$ cat config.mk
export PLATFORM = sky130hd
export DESIGN_NAME = bayer_region_exposure_stats_unit_flat
export DESIGN_NICKNAME = d
export VERILOG_FILES = /design/src/rtl/bres_pkg.sv /design/src/rtl/bres_pix_if.sv /design/src/rtl/bres_res_if.sv /design/src/rtl/bayer_region_exposure_stats_unit.sv /design/src/rtl/bres_accum.sv /design/src/rtl/bres_div.sv /design/src/flat_wrapper.sv
export SDC_FILE = /design/constraint.sdc
export NUM_CORES = 1
export LEC_CHECK = 0
export ABC_AREA = 1
export BUFFER_PORTS_ARGS = -buffer_cell sky130_fd_sc_hd__buf_2
export CAP_MARGIN = 40
export CORE_MARGIN = 5
export CORE_UTILIZATION = 39
export DETAILED_ROUTE_END_ITERATION = 8
export PLACE_DENSITY = 0.61
export SYNTH_ARGS = -nofsm -noshare
export SYNTH_HDL_FRONTEND = slang
export SYNTH_SLANG_ARGS = --single-unit
$ cat constraint.sdc
create_clock -name clk -period 16.1 [get_ports clk]
set_clock_uncertainty 0.1 [all_clocks]
set_input_delay 1.61 -clock clk [delete_from_list [all_inputs] [get_ports clk]]
set_output_delay 1.61 -clock clk [all_outputs]
set_load 0.01 [all_outputs]
$ cat src/rtl/bres_pkg.sv
// Package for the Bayer region exposure statistics block.
// Widths, limits, stats record and sequencer states; no dependencies.
package bres_pkg;

    localparam int PIXEL_BITS = 16;
    localparam longint MAX_PIXELS = 64'd16777216;

    localparam int PIX_W    = 16;
    localparam int CH_W     = 2;
    localparam int NUM_CH   = 4;
    localparam int SUM_W    = 40;
    localparam int TALLY_W  = 25;
    localparam int MEAN_W   = 26;
    localparam int MEAN_SHIFT = 10;
    localparam int CFG_IDX_W  = 2;
    localparam int CFG_DATA_W = 16;
    localparam int STEP_W     = $clog2(MEAN_W + 1);

    localparam logic [CFG_IDX_W-1:0] CFG_BLACK_LEVEL = 2'd0;
    localparam logic [CFG_IDX_W-1:0] CFG_WHITE_LEVEL = 2'd1;
    localparam logic [CFG_IDX_W-1:0] CFG_FAIL_ON_MIS = 2'd2;

    localparam longint TALLY_MAX = (64'd1 << TALLY_W) - 64'd1;
    localparam logic [TALLY_W-1:0] TALLY_CAP =
        TALLY_W'((MAX_PIXELS < TALLY_MAX) ? MAX_PIXELS : TALLY_MAX);

    typedef logic [SUM_W-1:0]   sum_t;
    typedef logic [TALLY_W-1:0] tally_t;
    typedef logic [MEAN_W-1:0]  mean_t;

    typedef struct packed {
        logic [NUM_CH-1:0][SUM_W-1:0] sums;
        tally_t below_black;
        tally_t above_white;
        tally_t at_black;
        tally_t at_white;
        tally_t total;
    } stats_t;

    typedef enum logic [1:0] {
        ST_ACCUM,
        ST_START,
        ST_DIV,
        ST_OUT
    } seq_state_t;

endpackage

$ cat src/rtl/bres_pix_if.sv
// Pixel input channel: valid/ready handshake with one Bayer pixel per beat.
// Depends on bres_pkg.
interface bres_pix_if;
    logic                          valid;
    logic                          ready;
    logic [bres_pkg::PIX_W-1:0]    pixel_value;
    logic [bres_pkg::CH_W-1:0]     color_index;
    logic                          last_in_region;

    modport source (output valid, pixel_value, color_index, last_in_region, input ready);
    modport sink (input valid, pixel_value, color_index, last_in_region, output ready);
endinterface

$ cat src/rtl/bres_res_if.sv
// Result channel: valid/ready handshake with one region's statistics per beat.
// Depends on bres_pkg.
interface bres_res_if;
    logic                    valid;
    logic                    ready;
    bres_pkg::mean_t         mean_red;
    bres_pkg::mean_t         mean_green_one;
    bres_pkg::mean_t         mean_blue;
    bres_pkg::mean_t         mean_green_two;
    bres_pkg::tally_t        below_black_count;
    bres_pkg::tally_t        above_white_count;
    bres_pkg::tally_t        at_black_count;
    bres_pkg::tally_t        at_white_count;
    logic                    misexposed;
    logic                    exposure_error;

    modport source (output valid, mean_red, mean_green_one, mean_blue, mean_green_two,
                    below_black_count, above_white_count, at_black_count, at_white_count,
                    misexposed, exposure_error, input ready);
    modport sink (input valid, mean_red, mean_green_one, mean_blue, mean_green_two,
                  below_black_count, above_white_count, at_black_count, at_white_count,
                  misexposed, exposure_error, output ready);
endinterface

$ cat src/rtl/bayer_region_exposure_stats_unit.sv
// Bayer region exposure statistics, top level.
// Throughput: one pixel a cycle while accumulating; the last pixel of a region
// is followed by four means from the shared divider, one channel after another,
// and no pixel is taken until the result beat is accepted.
// Reset (rst_n, async): black 0, white 65535, fail off, sums and counts cleared.
// Uses bres_pkg, bres_pix_if, bres_res_if, bres_accum, bres_div.
module bayer_region_exposure_stats_unit (
    input  logic                               clk,
    input  logic                               rst_n,
    input  logic                               cfg_we,
    input  logic [bres_pkg::CFG_IDX_W-1:0]     cfg_index,
    input  logic [bres_pkg::CFG_DATA_W-1:0]    cfg_data,
    bres_pix_if.sink                           pixels,
    bres_res_if.source                         stats
);

    bres_pkg::seq_state_t state_reg, state_next;

    logic [bres_pkg::PIX_W-1:0]   black_reg;
    logic [bres_pkg::PIX_W-1:0]   white_reg;
    logic                         fail_reg;

    logic [bres_pkg::CH_W-1:0]    ch_reg, ch_next;
    bres_pkg::mean_t              mean_reg [bres_pkg::NUM_CH];

    bres_pkg::stats_t             acc;
    logic                         pix_beat;
    logic                         res_beat;
    logic                         div_start;
    logic                         div_done;
    bres_pkg::mean_t              div_q;
    logic                         mis;

    assign pix_beat = pixels.valid && pixels.ready;
    assign res_beat = stats.valid && stats.ready;

    always_ff @(posedge clk or negedge rst_n)
    begin
        if (!rst_n)
        begin
            black_reg <= '0;
            white_reg <= '1;
            fail_reg  <= 1'b0;
        end
        else if (cfg_we)
        begin
            case (cfg_index)
                bres_pkg::CFG_BLACK_LEVEL: black_reg <= cfg_data[bres_pkg::PIX_W-1:0];
                bres_pkg::CFG_WHITE_LEVEL: white_reg <= cfg_data[bres_pkg::PIX_W-1:0];
                bres_pkg::CFG_FAIL_ON_MIS: fail_reg  <= cfg_data[0];
                default: ;
            endcase
        end
    end

    bres_accum u_accum (
        .clk         (clk),
        .rst_n       (rst_n),
        .en          (pix_beat),
        .clear       (res_beat),
        .pixel_value (pixels.pixel_value),
        .color_index (pixels.color_index),
        .black_level (black_reg),
        .white_level (white_reg),
        .stats       (acc)
    );

    bres_div u_div (
        .clk      (clk),
        .rst_n    (rst_n),
        .start    (div_start),
        .dividend (acc.sums[ch_reg]),
        .divisor  (acc.total),
        .done     (div_done),
        .quotient (div_q)
    );

    always_comb
    begin
        state_next = state_reg;
        ch_next    = ch_reg;
        case (state_reg)
            bres_pkg::ST_ACCUM:
            begin
                if (pix_beat && pixels.last_in_region)
                begin
                    state_next = bres_pkg::ST_START;
                    ch_next    = '0;
                end
            end
            bres_pkg::ST_START:
            begin
                state_next = bres_pkg::ST_DIV;
            end
            bres_pkg::ST_DIV:
            begin
                if (div_done)
                begin
                    if (ch_reg == bres_pkg::CH_W'(bres_pkg::NUM_CH - 1))
                    begin
                        state_next = bres_pkg::ST_OUT;
                    end
                    else
                    begin
                        state_next = bres_pkg::ST_START;
                        ch_next    = ch_reg + 1'b1;
                    end
                end
            end
            bres_pkg::ST_OUT:
            begin
                if (res_beat)
                begin
                    state_next = bres_pkg::ST_ACCUM;
                end
            end
            default:
            begin
                state_next = bres_pkg::ST_ACCUM;
            end
        endcase
    end

    always_comb
    begin
        pixels.ready = 1'b0;
        stats.valid  = 1'b0;
        div_start    = 1'b0;
        case (state_reg)
            bres_pkg::ST_ACCUM: pixels.ready = 1'b1;
            bres_pkg::ST_START: div_start    = 1'b1;
            bres_pkg::ST_DIV:   ;
            bres_pkg::ST_OUT:   stats.valid  = 1'b1;
            default: ;
        endcase
    end

    always_ff @(posedge clk or negedge rst_n)
    begin
        if (!rst_n)
        begin
            state_reg <= bres_pkg::ST_ACCUM;
            ch_reg    <= '0;
        end
        else
        begin
            state_reg <= state_next;
            ch_reg    <= ch_next;
        end
    end

    always_ff @(posedge clk)
    begin
        if (state_reg == bres_pkg::ST_DIV && div_done)
        begin
            mean_reg[ch_reg] <= div_q;
        end
    end

    assign mis = (acc.below_black != '0) || (acc.above_white != '0) ||
                 (acc.at_black != '0) || (acc.at_white != '0);

    assign stats.mean_red          = mean_reg[0];
    assign stats.mean_green_one    = mean_reg[1];
    assign stats.mean_blue         = mean_reg[2];
    assign stats.mean_green_two    = mean_reg[3];
    assign stats.below_black_count = acc.below_black;
    assign stats.above_white_count = acc.above_white;
    assign stats.at_black_count    = acc.at_black;
    assign stats.at_white_count    = acc.at_white;
    assign stats.misexposed        = mis;
    assign stats.exposure_error    = mis && fail_reg;

endmodule

$ cat src/rtl/bres_accum.sv
// Pixel clipping, clip tallies and per-channel black-subtracted sums.
// Depends on bres_pkg.
module bres_accum (
    input  logic                           clk,
    input  logic                           rst_n,
    input  logic                           en,
    input  logic                           clear,
    input  logic [bres_pkg::PIX_W-1:0]     pixel_value,
    input  logic [bres_pkg::CH_W-1:0]      color_index,
    input  logic [bres_pkg::PIX_W-1:0]     black_level,
    input  logic [bres_pkg::PIX_W-1:0]     white_level,
    output bres_pkg::stats_t               stats
);

    bres_pkg::stats_t stats_reg;
    bres_pkg::stats_t stats_next;

    logic [bres_pkg::PIX_W-1:0] pix;
    logic [bres_pkg::PIX_W-1:0] clipped;
    logic [bres_pkg::PIX_W-1:0] add;
    logic                       below;
    logic                       above;
    logic                       at_black;
    logic                       at_white;
    logic [bres_pkg::SUM_W:0]   lane_sum [bres_pkg::NUM_CH];

    function automatic bres_pkg::tally_t bump(input bres_pkg::tally_t t);
        return (t < bres_pkg::TALLY_CAP) ? t + 1'b1 : bres_pkg::TALLY_CAP;
    endfunction

    always_comb
    begin
        pix = '0;
        pix[bres_pkg::PIXEL_BITS-1:0] = pixel_value[bres_pkg::PIXEL_BITS-1:0];
        below = pix < black_level;
        above = !below && (pix > white_level);
        clipped = below ? black_level : (above ? white_level : pix);
        at_black = clipped == black_level;
        at_white = !at_black && (clipped == white_level);
        add = (clipped > black_level) ? clipped - black_level : '0;
    end

    always_comb
    begin
        stats_next = stats_reg;
        for (int i = 0; i < bres_pkg::NUM_CH; i++)
        begin
            lane_sum[i] = {1'b0, stats_reg.sums[i]} + (bres_pkg::SUM_W + 1)'(add);
        end
        if (clear)
        begin
            stats_next = '0;
        end
        else if (en)
        begin
            for (int i = 0; i < bres_pkg::NUM_CH; i++)
            begin
                if (color_index == bres_pkg::CH_W'(i))
                begin
                    stats_next.sums[i] = lane_sum[i][bres_pkg::SUM_W] ? '1
                                       : lane_sum[i][bres_pkg::SUM_W-1:0];
                end
            end
            if (below)
            begin
                stats_next.below_black = bump(stats_reg.below_black);
            end
            if (above)
            begin
                stats_next.above_white = bump(stats_reg.above_white);
            end
            if (at_black)
            begin
                stats_next.at_black = bump(stats_reg.at_black);
            end
            if (at_white)
            begin
                stats_next.at_white = bump(stats_reg.at_white);
            end
            stats_next.total = bump(stats_reg.total);
        end
    end

    always_ff @(posedge clk or negedge rst_n)
    begin
        if (!rst_n)
        begin
            stats_reg <= '0;
        end
        else
        begin
            stats_reg <= stats_next;
        end
    end

    assign stats = stats_reg;

endmodule

$ cat src/rtl/bres_div.sv
// Shared restoring divider: floor(sum * 1024 / total), saturated, one bit a cycle.
// Quotient is 0 when total is 0. Depends on bres_pkg.
module bres_div (
    input  logic                  clk,
    input  logic                  rst_n,
    input  logic                  start,
    input  bres_pkg::sum_t        dividend,
    input  bres_pkg::tally_t      divisor,
    output logic                  done,
    output bres_pkg::mean_t       quotient
);

    localparam int HI_LSB = bres_pkg::MEAN_W - bres_pkg::MEAN_SHIFT;

    logic                              busy_reg, busy_next;
    logic                              done_reg, done_next;
    logic [bres_pkg::STEP_W-1:0]       step_reg, step_next;
    bres_pkg::tally_t                  rem_reg, rem_next;
    bres_pkg::tally_t                  dvs_reg, dvs_next;
    logic [bres_pkg::MEAN_W-1:0]       lo_reg, lo_next;
    bres_pkg::mean_t                   q_reg, q_next;

    logic [bres_pkg::TALLY_W:0]        trial;
    logic                              fits;
    logic                              ovf;

    always_comb
    begin
        trial = {rem_reg, lo_reg[bres_pkg::MEAN_W-1]};
        fits  = trial >= {1'b0, dvs_reg};
        ovf   = (bres_pkg::TALLY_W + 1)'(dividend[bres_pkg::SUM_W-1:HI_LSB])
                >= {1'b0, divisor};
    end

    always_comb
    begin
        busy_next = busy_reg;
        done_next = 1'b0;
        step_next = step_reg;
        rem_next  = rem_reg;
        dvs_next  = dvs_reg;
        lo_next   = lo_reg;
        q_next    = q_reg;
        if (start)
        begin
            dvs_next = divisor;
            rem_next = bres_pkg::TALLY_W'(dividend[bres_pkg::SUM_W-1:HI_LSB]);
            lo_next  = {dividend[HI_LSB-1:0], {bres_pkg::MEAN_SHIFT{1'b0}}};
            q_next   = '0;
            if (divisor == '0)
            begin
                done_next = 1'b1;
            end
            else if (ovf)
            begin
                q_next    = '1;
                done_next = 1'b1;
            end
            else
            begin
                busy_next = 1'b1;
                step_next = bres_pkg::STEP_W'(bres_pkg::MEAN_W);
            end
        end
        else if (busy_reg)
        begin
            rem_next  = fits ? bres_pkg::TALLY_W'(trial - {1'b0, dvs_reg})
                             : bres_pkg::TALLY_W'(trial);
            lo_next   = {lo_reg[bres_pkg::MEAN_W-2:0], 1'b0};
            q_next    = {q_reg[bres_pkg::MEAN_W-2:0], fits};
            step_next = step_reg - 1'b1;
            if (step_reg == bres_pkg::STEP_W'(1))
            begin
                busy_next = 1'b0;
                done_next = 1'b1;
            end
        end
    end

    always_ff @(posedge clk or negedge rst_n)
    begin
        if (!rst_n)
        begin
            busy_reg <= 1'b0;
            done_reg <= 1'b0;
            step_reg <= '0;
        end
        else
        begin
            busy_reg <= busy_next;
            done_reg <= done_next;
            step_reg <= step_next;
        end
    end

    always_ff @(posedge clk)
    begin
        rem_reg <= rem_next;
        dvs_reg <= dvs_next;
        lo_reg  <= lo_next;
        q_reg   <= q_next;
    end

    assign done     = done_reg;
    assign quotient = q_reg;

endmodule
$ cat src/flat_wrapper.sv
// flat-port wrapper written by rule: the top's interface ports become plain ports
module bayer_region_exposure_stats_unit_flat 
  (clk, rst_n, cfg_we, cfg_index, cfg_data, pixels_valid, pixels_pixel_value, pixels_color_index, pixels_last_in_region, pixels_ready, stats_valid, stats_mean_red, stats_mean_green_one, stats_mean_blue, stats_mean_green_two, stats_below_black_count, stats_above_white_count, stats_at_black_count, stats_at_white_count, stats_misexposed, stats_exposure_error, stats_ready);
  bres_pix_if pixels_i ();
  bres_res_if stats_i ();
  input  logic clk;
  input  logic rst_n;
  input  logic cfg_we;
  input  logic [bres_pkg::CFG_IDX_W-1:0] cfg_index;
  input  logic [bres_pkg::CFG_DATA_W-1:0] cfg_data;
  input wire logic [$bits(pixels_i.valid)-1:0] pixels_valid;
  input wire logic [$bits(pixels_i.pixel_value)-1:0] pixels_pixel_value;
  input wire logic [$bits(pixels_i.color_index)-1:0] pixels_color_index;
  input wire logic [$bits(pixels_i.last_in_region)-1:0] pixels_last_in_region;
  output wire logic [$bits(pixels_i.ready)-1:0] pixels_ready;
  output wire logic [$bits(stats_i.valid)-1:0] stats_valid;
  output wire logic [$bits(stats_i.mean_red)-1:0] stats_mean_red;
  output wire logic [$bits(stats_i.mean_green_one)-1:0] stats_mean_green_one;
  output wire logic [$bits(stats_i.mean_blue)-1:0] stats_mean_blue;
  output wire logic [$bits(stats_i.mean_green_two)-1:0] stats_mean_green_two;
  output wire logic [$bits(stats_i.below_black_count)-1:0] stats_below_black_count;
  output wire logic [$bits(stats_i.above_white_count)-1:0] stats_above_white_count;
  output wire logic [$bits(stats_i.at_black_count)-1:0] stats_at_black_count;
  output wire logic [$bits(stats_i.at_white_count)-1:0] stats_at_white_count;
  output wire logic [$bits(stats_i.misexposed)-1:0] stats_misexposed;
  output wire logic [$bits(stats_i.exposure_error)-1:0] stats_exposure_error;
  input wire logic [$bits(stats_i.ready)-1:0] stats_ready;
  assign pixels_i.valid = pixels_valid;
  assign pixels_i.pixel_value = pixels_pixel_value;
  assign pixels_i.color_index = pixels_color_index;
  assign pixels_i.last_in_region = pixels_last_in_region;
  assign pixels_ready = pixels_i.ready;
  assign stats_valid = stats_i.valid;
  assign stats_mean_red = stats_i.mean_red;
  assign stats_mean_green_one = stats_i.mean_green_one;
  assign stats_mean_blue = stats_i.mean_blue;
  assign stats_mean_green_two = stats_i.mean_green_two;
  assign stats_below_black_count = stats_i.below_black_count;
  assign stats_above_white_count = stats_i.above_white_count;
  assign stats_at_black_count = stats_i.at_black_count;
  assign stats_at_white_count = stats_i.at_white_count;
  assign stats_misexposed = stats_i.misexposed;
  assign stats_exposure_error = stats_i.exposure_error;
  assign stats_i.ready = stats_ready;
  bayer_region_exposure_stats_unit u_core (.clk(clk), .rst_n(rst_n), .cfg_we(cfg_we), .cfg_index(cfg_index), .cfg_data(cfg_data), .pixels(pixels_i), .stats(stats_i));
endmodule
==> results.md, run 1 <==
* DRT Wirelength at 115000 um
* Setup bufs post-CTS at 0
* Skew-Pair Late Insertion Delay at 670 ps
* Antenna violations before repair at 0
* Worst EP arrival at roughly 8000 ps
* DP Worst Slack at ~7700 ps
* Crit path time final at between 7000 and 8000 ps
* # rows at 111
* Final Hold Violating Endpoints at 0
* Via count at between 30000 and 40000
* Clock-pin slew on the worst setup and hold paths at 60 ps
* Worst setup SP type: primary input
* Syn-to-layout area delta at 11.1%
* Ratio of cells with drive above 1 in the final layout at about a tenth
* Iter 0 DRT Violations at between 2000 and 3000
* Total GRT Usage at 22.6%
* CP endpoint kind: flop
* Worst Max-Slew Pin Slew at 994 ps
* Chip height at 314 um
* Hold Buf Count CTS at 0
* Initial core utilization at between 30 and 40%
* Worst Slack Setup Final at 8270 ps
* Worst vdd ir at between 0.0001 and 0.00015 V
* Crit path max fanout at 18
* DIE AREA at 98500 sq um
* Core area at 91700 sq um
* Most frequent CP cell: nand2_1
* Cell Pwr Density at 173 nW/um^2
* Buffers on Ports at 249
* Clk buf depth at 3
* H-tree depth at 2
* Number of clock sinks at 525
* CTS tree: built
* DRC violations left at 0
* First-pass GRT wire length at approximately 180000 um
* Post-synth EDFFs at 195
* Combinational family with the most area after synthesis: simple AND/OR/NAND/NOR gates
* Unique masters post-synth at 70
* Hold Crit Class: reg2reg
* Synthesis Warnings at 0
* Slew headroom at approximately a third
* Synth Area in XOR/XNOR at 2.99%
* Number of setup violations in the final report at 0
* Drt first pass iters at 6
* RSZ-0062 raised after global routing: no
* Post-Synthesis Cell Area at 36000 sq um
* Ant. Diodes at 0
* Grt total ovfl at 0
* Max-cap violations at 0
* Sequential element share of the synthesized area at between 30% and 40%
* Max reg flops at 285
* Number of global-route vias before repair at ~32000
* Synth Area in Simple Gates at ~29%
* Post-route ant nets at 0
* Achievable Freq at 0.128 GHz
* Mapped Nets at 5079
* Synth Instances at 4863
* CTS root buffer: clkbuf_16
* Hold slack at 379 ps
* Most frequent cells in the layout: nand2_1, inv_1, nor2_1, a21oi_1, dfrtp_1
* Net total in the final layout at 5209
* Most common flop cell mapped by yosys: dfrtp_1
* RePlAce Congestion at 0.934
* Yosys reg bits at 525
* Drt wl/cell at 18.4 um
* Compound-cell area share of the yosys netlist at 12.2%
* Period utilisation layout at between 40% and 50%
* Io pins at 250
* Post-synthesis mux area share at 0%
* Required @ worst endpoint at 16490 ps
* Status: completed
* CP max-delay cell: nor2_1
* PostCTS Resize Cnt at 0
* Crit Path Class: in2reg
* Fin Setup TNS at 0 ps
* Placed wire-length estimate at 87600 um
* Async SR Flop Fraction at 62.7%
* Syn_area_per_cell at 7.40 sq um
* Largest net degree at the start of global routing at approximately 160
* Pleak at 18.9 nW
* Fin. max-slew vios at 0
* Max stage delay on crit path at 560 ps
* Vias/cell at 5.35
* Total CTS buffers at 61
* Die extent in x at 314 um
* Commonest non-fill, non-tap cell in the layout: nand2_1
* Post-Synth Adder-Cell Area at 6.09%
-- cells in the mapped netlist (all sizes together), types with 46 or more instances --
cell,n,area (sq um)
a21oi,324,1630
buf,138,1010
clkbuf,86,323
dfrtp,313,7830
edfxtp,195,5860
ha,172,2150
inv,603,2260
nand2,1295,4970
nand3,301,1640
nand4,112,786
nor2,431,1660
nor3,126,636
nor4,69,432
o21ai,363,1840
xnor2,46,403
xor2,77,674
-- path summary, 6_finish.rpt --
check                                          start                   endpoint  slack (ps)  depth (start not counted)
max                           pixels_pixel_value[15]  u_core.u_accum.stats[145]        8270                         35
min                        u_core.u_accum.stats[184]  u_core.u_accum.stats[184]         380                          2
max reg2reg                     u_core.white_reg[15]  u_core.u_accum.stats[145]        8720                         35
min reg2reg                u_core.u_accum.stats[184]  u_core.u_accum.stats[184]         380                          2
max in group asynchronous                      rst_n   u_core.u_accum.stats[42]       13040                          3
min in group asynchronous                      rst_n  u_core.u_accum.stats[154]         830                          1
-- routing by layer --
layer / routed length [um] / vias to the layer above / share of wire, % / track usage (%)
met4: 3460 / 0 / 3.0 / 6.38
met2: 51400 / 1147 / 45 / 36.4
met3: 7570 / 207 / 6.6 / 3.17
met1: 52300 / 15632 / 46 / 32.0
met5: 0 / - / 0 / 0
li1: - / 16370 / - / -
-- cell type report --
| cell class | count | area (sq um) |
|---|---|---|
| clock buffers | 69 | 1610 |
| clock inverters | 46 | 487 |
| fillers | 9474 | 51700 |
| inverters | 608 | 2280 |
| multi-input cells | 3506 | 18300 |
| flip-flops and latches | 525 | 14100 |
| well taps | 1186 | 1480 |
| repair buffers | 291 | 1700 |
-- per-stage QoR --
step / total power, mW / instance area [sq um] / utilization (%) / std cells
after floorplan: 4.43 / 36000 / - / 4863
after global placement: 5.38 / 37700 / 41.1 / 6104
after detailed placement: 5.43 / 37900 / 41.3 / 6116
after CTS: 6.91 / 40000 / 43.6 / 6231
after global routing: 7.44 / 40000 / 43.6 / 6231
final: 6.91 / 40000 / 43.6 / 6231
-- cell families after synthesis --
kind of cell,count (synthesis)
AO/OA/AOI/OAI,814
XOR/XNOR,123
adder cells (fa/ha/maj),174
buffers and inverters,832
flip-flops,525
AND/OR/NAND/NOR,2395
-- critical path, delay by kind of cell --
| kind | cells | cell delay [ps] |
|---|---|---|
| buffers and inverters | 3 | 440 |
| AO/OA/AOI/OAI | 14 | 2330 |
| adder cells (fa/ha/maj) | 3 | 1060 |
| AND/OR/NAND/NOR | 14 | 2600 |
| XOR/XNOR | 1 | 150 |
-- where the power goes --
part | internal (mW) | leakage [nW] | switching [mW]
combinational | 1.11 | 11.6 | 2.24
clock | 0.836 | 1.00 | 0.608
sequential | 1.81 | 6.29 | 0.300
No activity file was read; power rests on OpenSTA's default activity.
==> run 2: changes to the inputs <==
--- a/config.mk
+++ b/config.mk
@@ -5,13 +5,13 @@
 export SDC_FILE = /design/constraint.sdc
 export NUM_CORES = 1
 export LEC_CHECK = 0
-export ABC_AREA = 1
+export ABC_AREA = 0
 export BUFFER_PORTS_ARGS = -buffer_cell sky130_fd_sc_hd__buf_2
 export CAP_MARGIN = 40
 export CORE_MARGIN = 5
 export CORE_UTILIZATION = 39
 export DETAILED_ROUTE_END_ITERATION = 8
-export PLACE_DENSITY = 0.61
+export PLACE_DENSITY = 0.63
 export SYNTH_ARGS = -nofsm -noshare
 export SYNTH_HDL_FRONTEND = slang
 export SYNTH_SLANG_ARGS = --single-unit
==> constraint.sdc (replaced) <==
create_clock -name clk -period 7.16 [get_ports clk]
set_clock_uncertainty 0.1 [all_clocks]
set_input_delay 0.716 -clock clk [delete_from_list [all_inputs] [get_ports clk]]
set_output_delay 0.716 -clock clk [all_outputs]
set_load 0.01 [all_outputs]
==> results.md, run 2 <==
* Achievable Freq at 0.148 GHz
* # rows at 105 (-5.4%)
* Synthesis Warnings at 0 (unchanged)
* Sequential element share of the synthesized area at 43.9% (+4.7 points)
* DP Worst Slack at -392 ps (-8080 ps)
* Mapped Nets at 3570 (-30%)
* Drt wl/cell at 19.9 um (+7.9%)
* Commonest non-fill, non-tap cell in the layout: dfrtp_1
* Most frequent CP cell: buf_4
* CP max-delay cell: dfstp_2
* Placed instance count at 4737 (-23%)
* Die extent in x at 297 um (-5.3%)
* Ratio of cells with drive above 1 in the final layout at 21.9% (+12 points)
* Synth area leader: dfrtp_1
* Cell Pwr Density at 388 nW/um^2 (+120%)
* Fin. max-slew vios at 0 (unchanged)
* First-pass GRT wire length at 152000 um (-15%)
* CP delay by family, top: compound AO/OA/AOI/OAI gates
* Iter 0 DRT Violations at 2499 (-8.2%)
* Period utilisation layout at 94.5%
* Number of setup violations in the final report at 0 (unchanged)
* Clk buf depth at 3 (unchanged)
* Core area at 82000 sq um (-11%)
* Non-filler cells, final at 4852 (-22%)
* H-tree depth at 2 (unchanged)
* Synth Instances at 3354 (-31%)
* Post-synth top cells: dfrtp_1, nand2_1, a21oi_1, nor2_1, o21ai_0
* Slew headroom at 36.7% (+3.0 points)
* Skew-Pair Late Insertion Delay at 640 ps (-30 ps)
* Post-synthesis mux area share at 3.74% (+3.7 points)
* Combinational family with the most area after synthesis: compound AO/OA/AOI/OAI gates
* Worst Max-Slew Pin Slew at 942 ps (-52.4 ps)
* Hold slack at 214 ps (-165 ps)
* Compound-cell area share of the yosys netlist at 18.4% (+6.2 points)
* Vias/cell at 5.71 (+6.7%)
* Antenna violations before repair at 1 (+1)
* Total CTS buffers at 56 (-8.2%)
* Worst setup SP type: flop
* Max-cap violations at 0 (unchanged)
* Unique masters post-synth at 105 (+50%)
* Worst EP arrival at 7190 ps (-1030 ps)
* Chip height at 297 um (-5.3%)
* Final non-filler cell area at 38000 sq um (-5.0%)
* Placed inst area at 35900 sq um (-5.3%)
* RePlAce Congestion at 0.935 (+0.17%)
* Placed wire-length estimate at 72400 um (-17%)
* Total GRT Usage at 21.1% (-1.6 points)
* Post-layout util at 46.4% (+2.7 points)
* Max stage delay on crit path at 530 ps (-30 ps)
* Number of clock sinks at 525 (unchanged)
* Syn_area_per_cell at 9.59 sq um (+30%)
* Worst vdd ir at 0.000218 V (+120%)
* Io pins at 250 (unchanged)
* Top cell type's share of synthesized area at 24.3% (+2.6 points)
* Fin Setup TNS at 0 ps (unchanged)
* Synth Area in XOR/XNOR at 3.54% (+0.55 points)
* DRC violations left at 0 (unchanged)
* CP endpoint kind: flop
* Hold Crit Class: in2reg
* DRT Wirelength at 96400 um (-16%)
* DIE AREA at 88300 sq um (-10%)
* Syn-to-layout area delta at 18.1%
* Async SR Flop Fraction at 62.7% (unchanged)
* Status: completed
* Grt total ovfl at 0 (unchanged)
* CTS root buffer: clkbuf_16
* Post-Synthesis Cell Area at 32200 sq um (-11%)
* Crit path time final at just under 7000 ps
* Drt first pass iters at 6 (unchanged)
* Via count at 27705 (-17%)
* Max reg flops at 285 (unchanged)
* Initial core utilization at 39.2% (about the same)
* Pleak at 17.2 nW (-9.4%)
* Top cells by area, synth: dfrtp_1, edfxtp_1, ha_1
* Worst Slack Setup Final at 395 ps (-7870 ps)
* Largest net degree at the start of global routing at 97 (-40%)
* CTS tree: built
* Ant. Diodes at 0 (unchanged)
* Most common flop cell mapped by yosys: dfrtp_1
* Net total in the final layout at 3950 (-24%)
* Number of global-route vias before repair at 26449 (-16%)
* Buffers on Ports at 249 (unchanged)
* Post-Synth Adder-Cell Area at 6.88% (+0.78 points)
* Power Total at 14.7 mW (+110%)
* Buf/Inv on CP at 6 (+3)
* Crit Path Class: reg2reg
* Yosys reg bits at 525 (unchanged)
* Crit path max fanout at 7 (-11)
* Final Hold Violating Endpoints at 0 (unchanged)
* Post-route ant nets at 0 (unchanged)
* Synth Area in Simple Gates at 18.0% (-11 points)
* Required @ worst endpoint at 7590 ps (-8900 ps)
* Clock-pin slew on the worst setup and hold paths at 60 ps (about the same)
* Most frequent cells in the layout: dfrtp_1, nand2_1, buf_4, a21oi_1, nor2_1
* Leading cell type by number of instances after synthesis: dfrtp_1
* Post-synth EDFFs at 195 (unchanged)
[run 2: logic make-up (layout without fill, tap and decap cells)]
group,count (synthesis),after routing
and+or+nand+nor,1147,1147
AOI/OAI and AO/OA,941,941
DFF,525,525
buffers and inverters,367,795
adders and majority gates,176,176
xor gates and xnor gates,130,130
muxes,68,68
[run 2: metal layers]
metal | global-route usage (%) | wire, um | share of wire, %
met3 | 4.05 | 7650 | 7.9
met1 | 30.6 | 43900 | 46
met5 | 0 | 0 | 0
met2 | 32.7 | 42600 | 44
met4 | 5.04 | 2230 | 2.3
[run 2: worst min-delay path, stage by stage]
cell	delay [ps]
buf_2	90
nand2_1	40
o21ai_0	60
[run 2: cell type report]
| cell class | count | area, sq um |
|---|---|---|
| clock buffers | 63 | 1430 |
| multi-input cells | 2462 | 16500 |
| well taps | 1070 | 1340 |
| repair buffers | 553 | 3650 |
| clock inverters | 43 | 468 |
| inverters | 136 | 510 |
| flip-flops and latches | 525 | 14100 |
| fillers | 7788 | 44000 |
[run 2: worst paths after layout]
path / start / to / slack, ps / cells after the start
max: u_core.white_reg[1] / u_core.u_accum.stats[230] / 390 / 35
min: cfg_data[14] / u_core.black_reg[14] / 210 / 3
max reg2reg: u_core.white_reg[1] / u_core.u_accum.stats[230] / 390 / 35
min reg2reg: u_core.u_accum.stats[193] / u_core.u_accum.stats[193] / 410 / 1
max in group asynchronous: rst_n / u_core.u_accum.stats[184] / 5160 / 3
min in group asynchronous: rst_n / u_core.fail_reg / 570 / 2
[run 2: repair_timing]
action / in CTS / in global routing
buffers inserted: 0 / 8
endpoints found under the hold margin: 58 / 0
pin swaps: 1 / 17
resized for setup: 6 / 40
hold buffers: 1 / 0
setup endpoints to repair: 25 / 160
[run 2: power breakdown]
group / total [mW] / switching [mW] / internal (mW)
logic: 7.12 / 3.81 / 3.31
clock network: 3.02 / 1.32 / 1.70
registers: 4.60 / 0.688 / 3.91
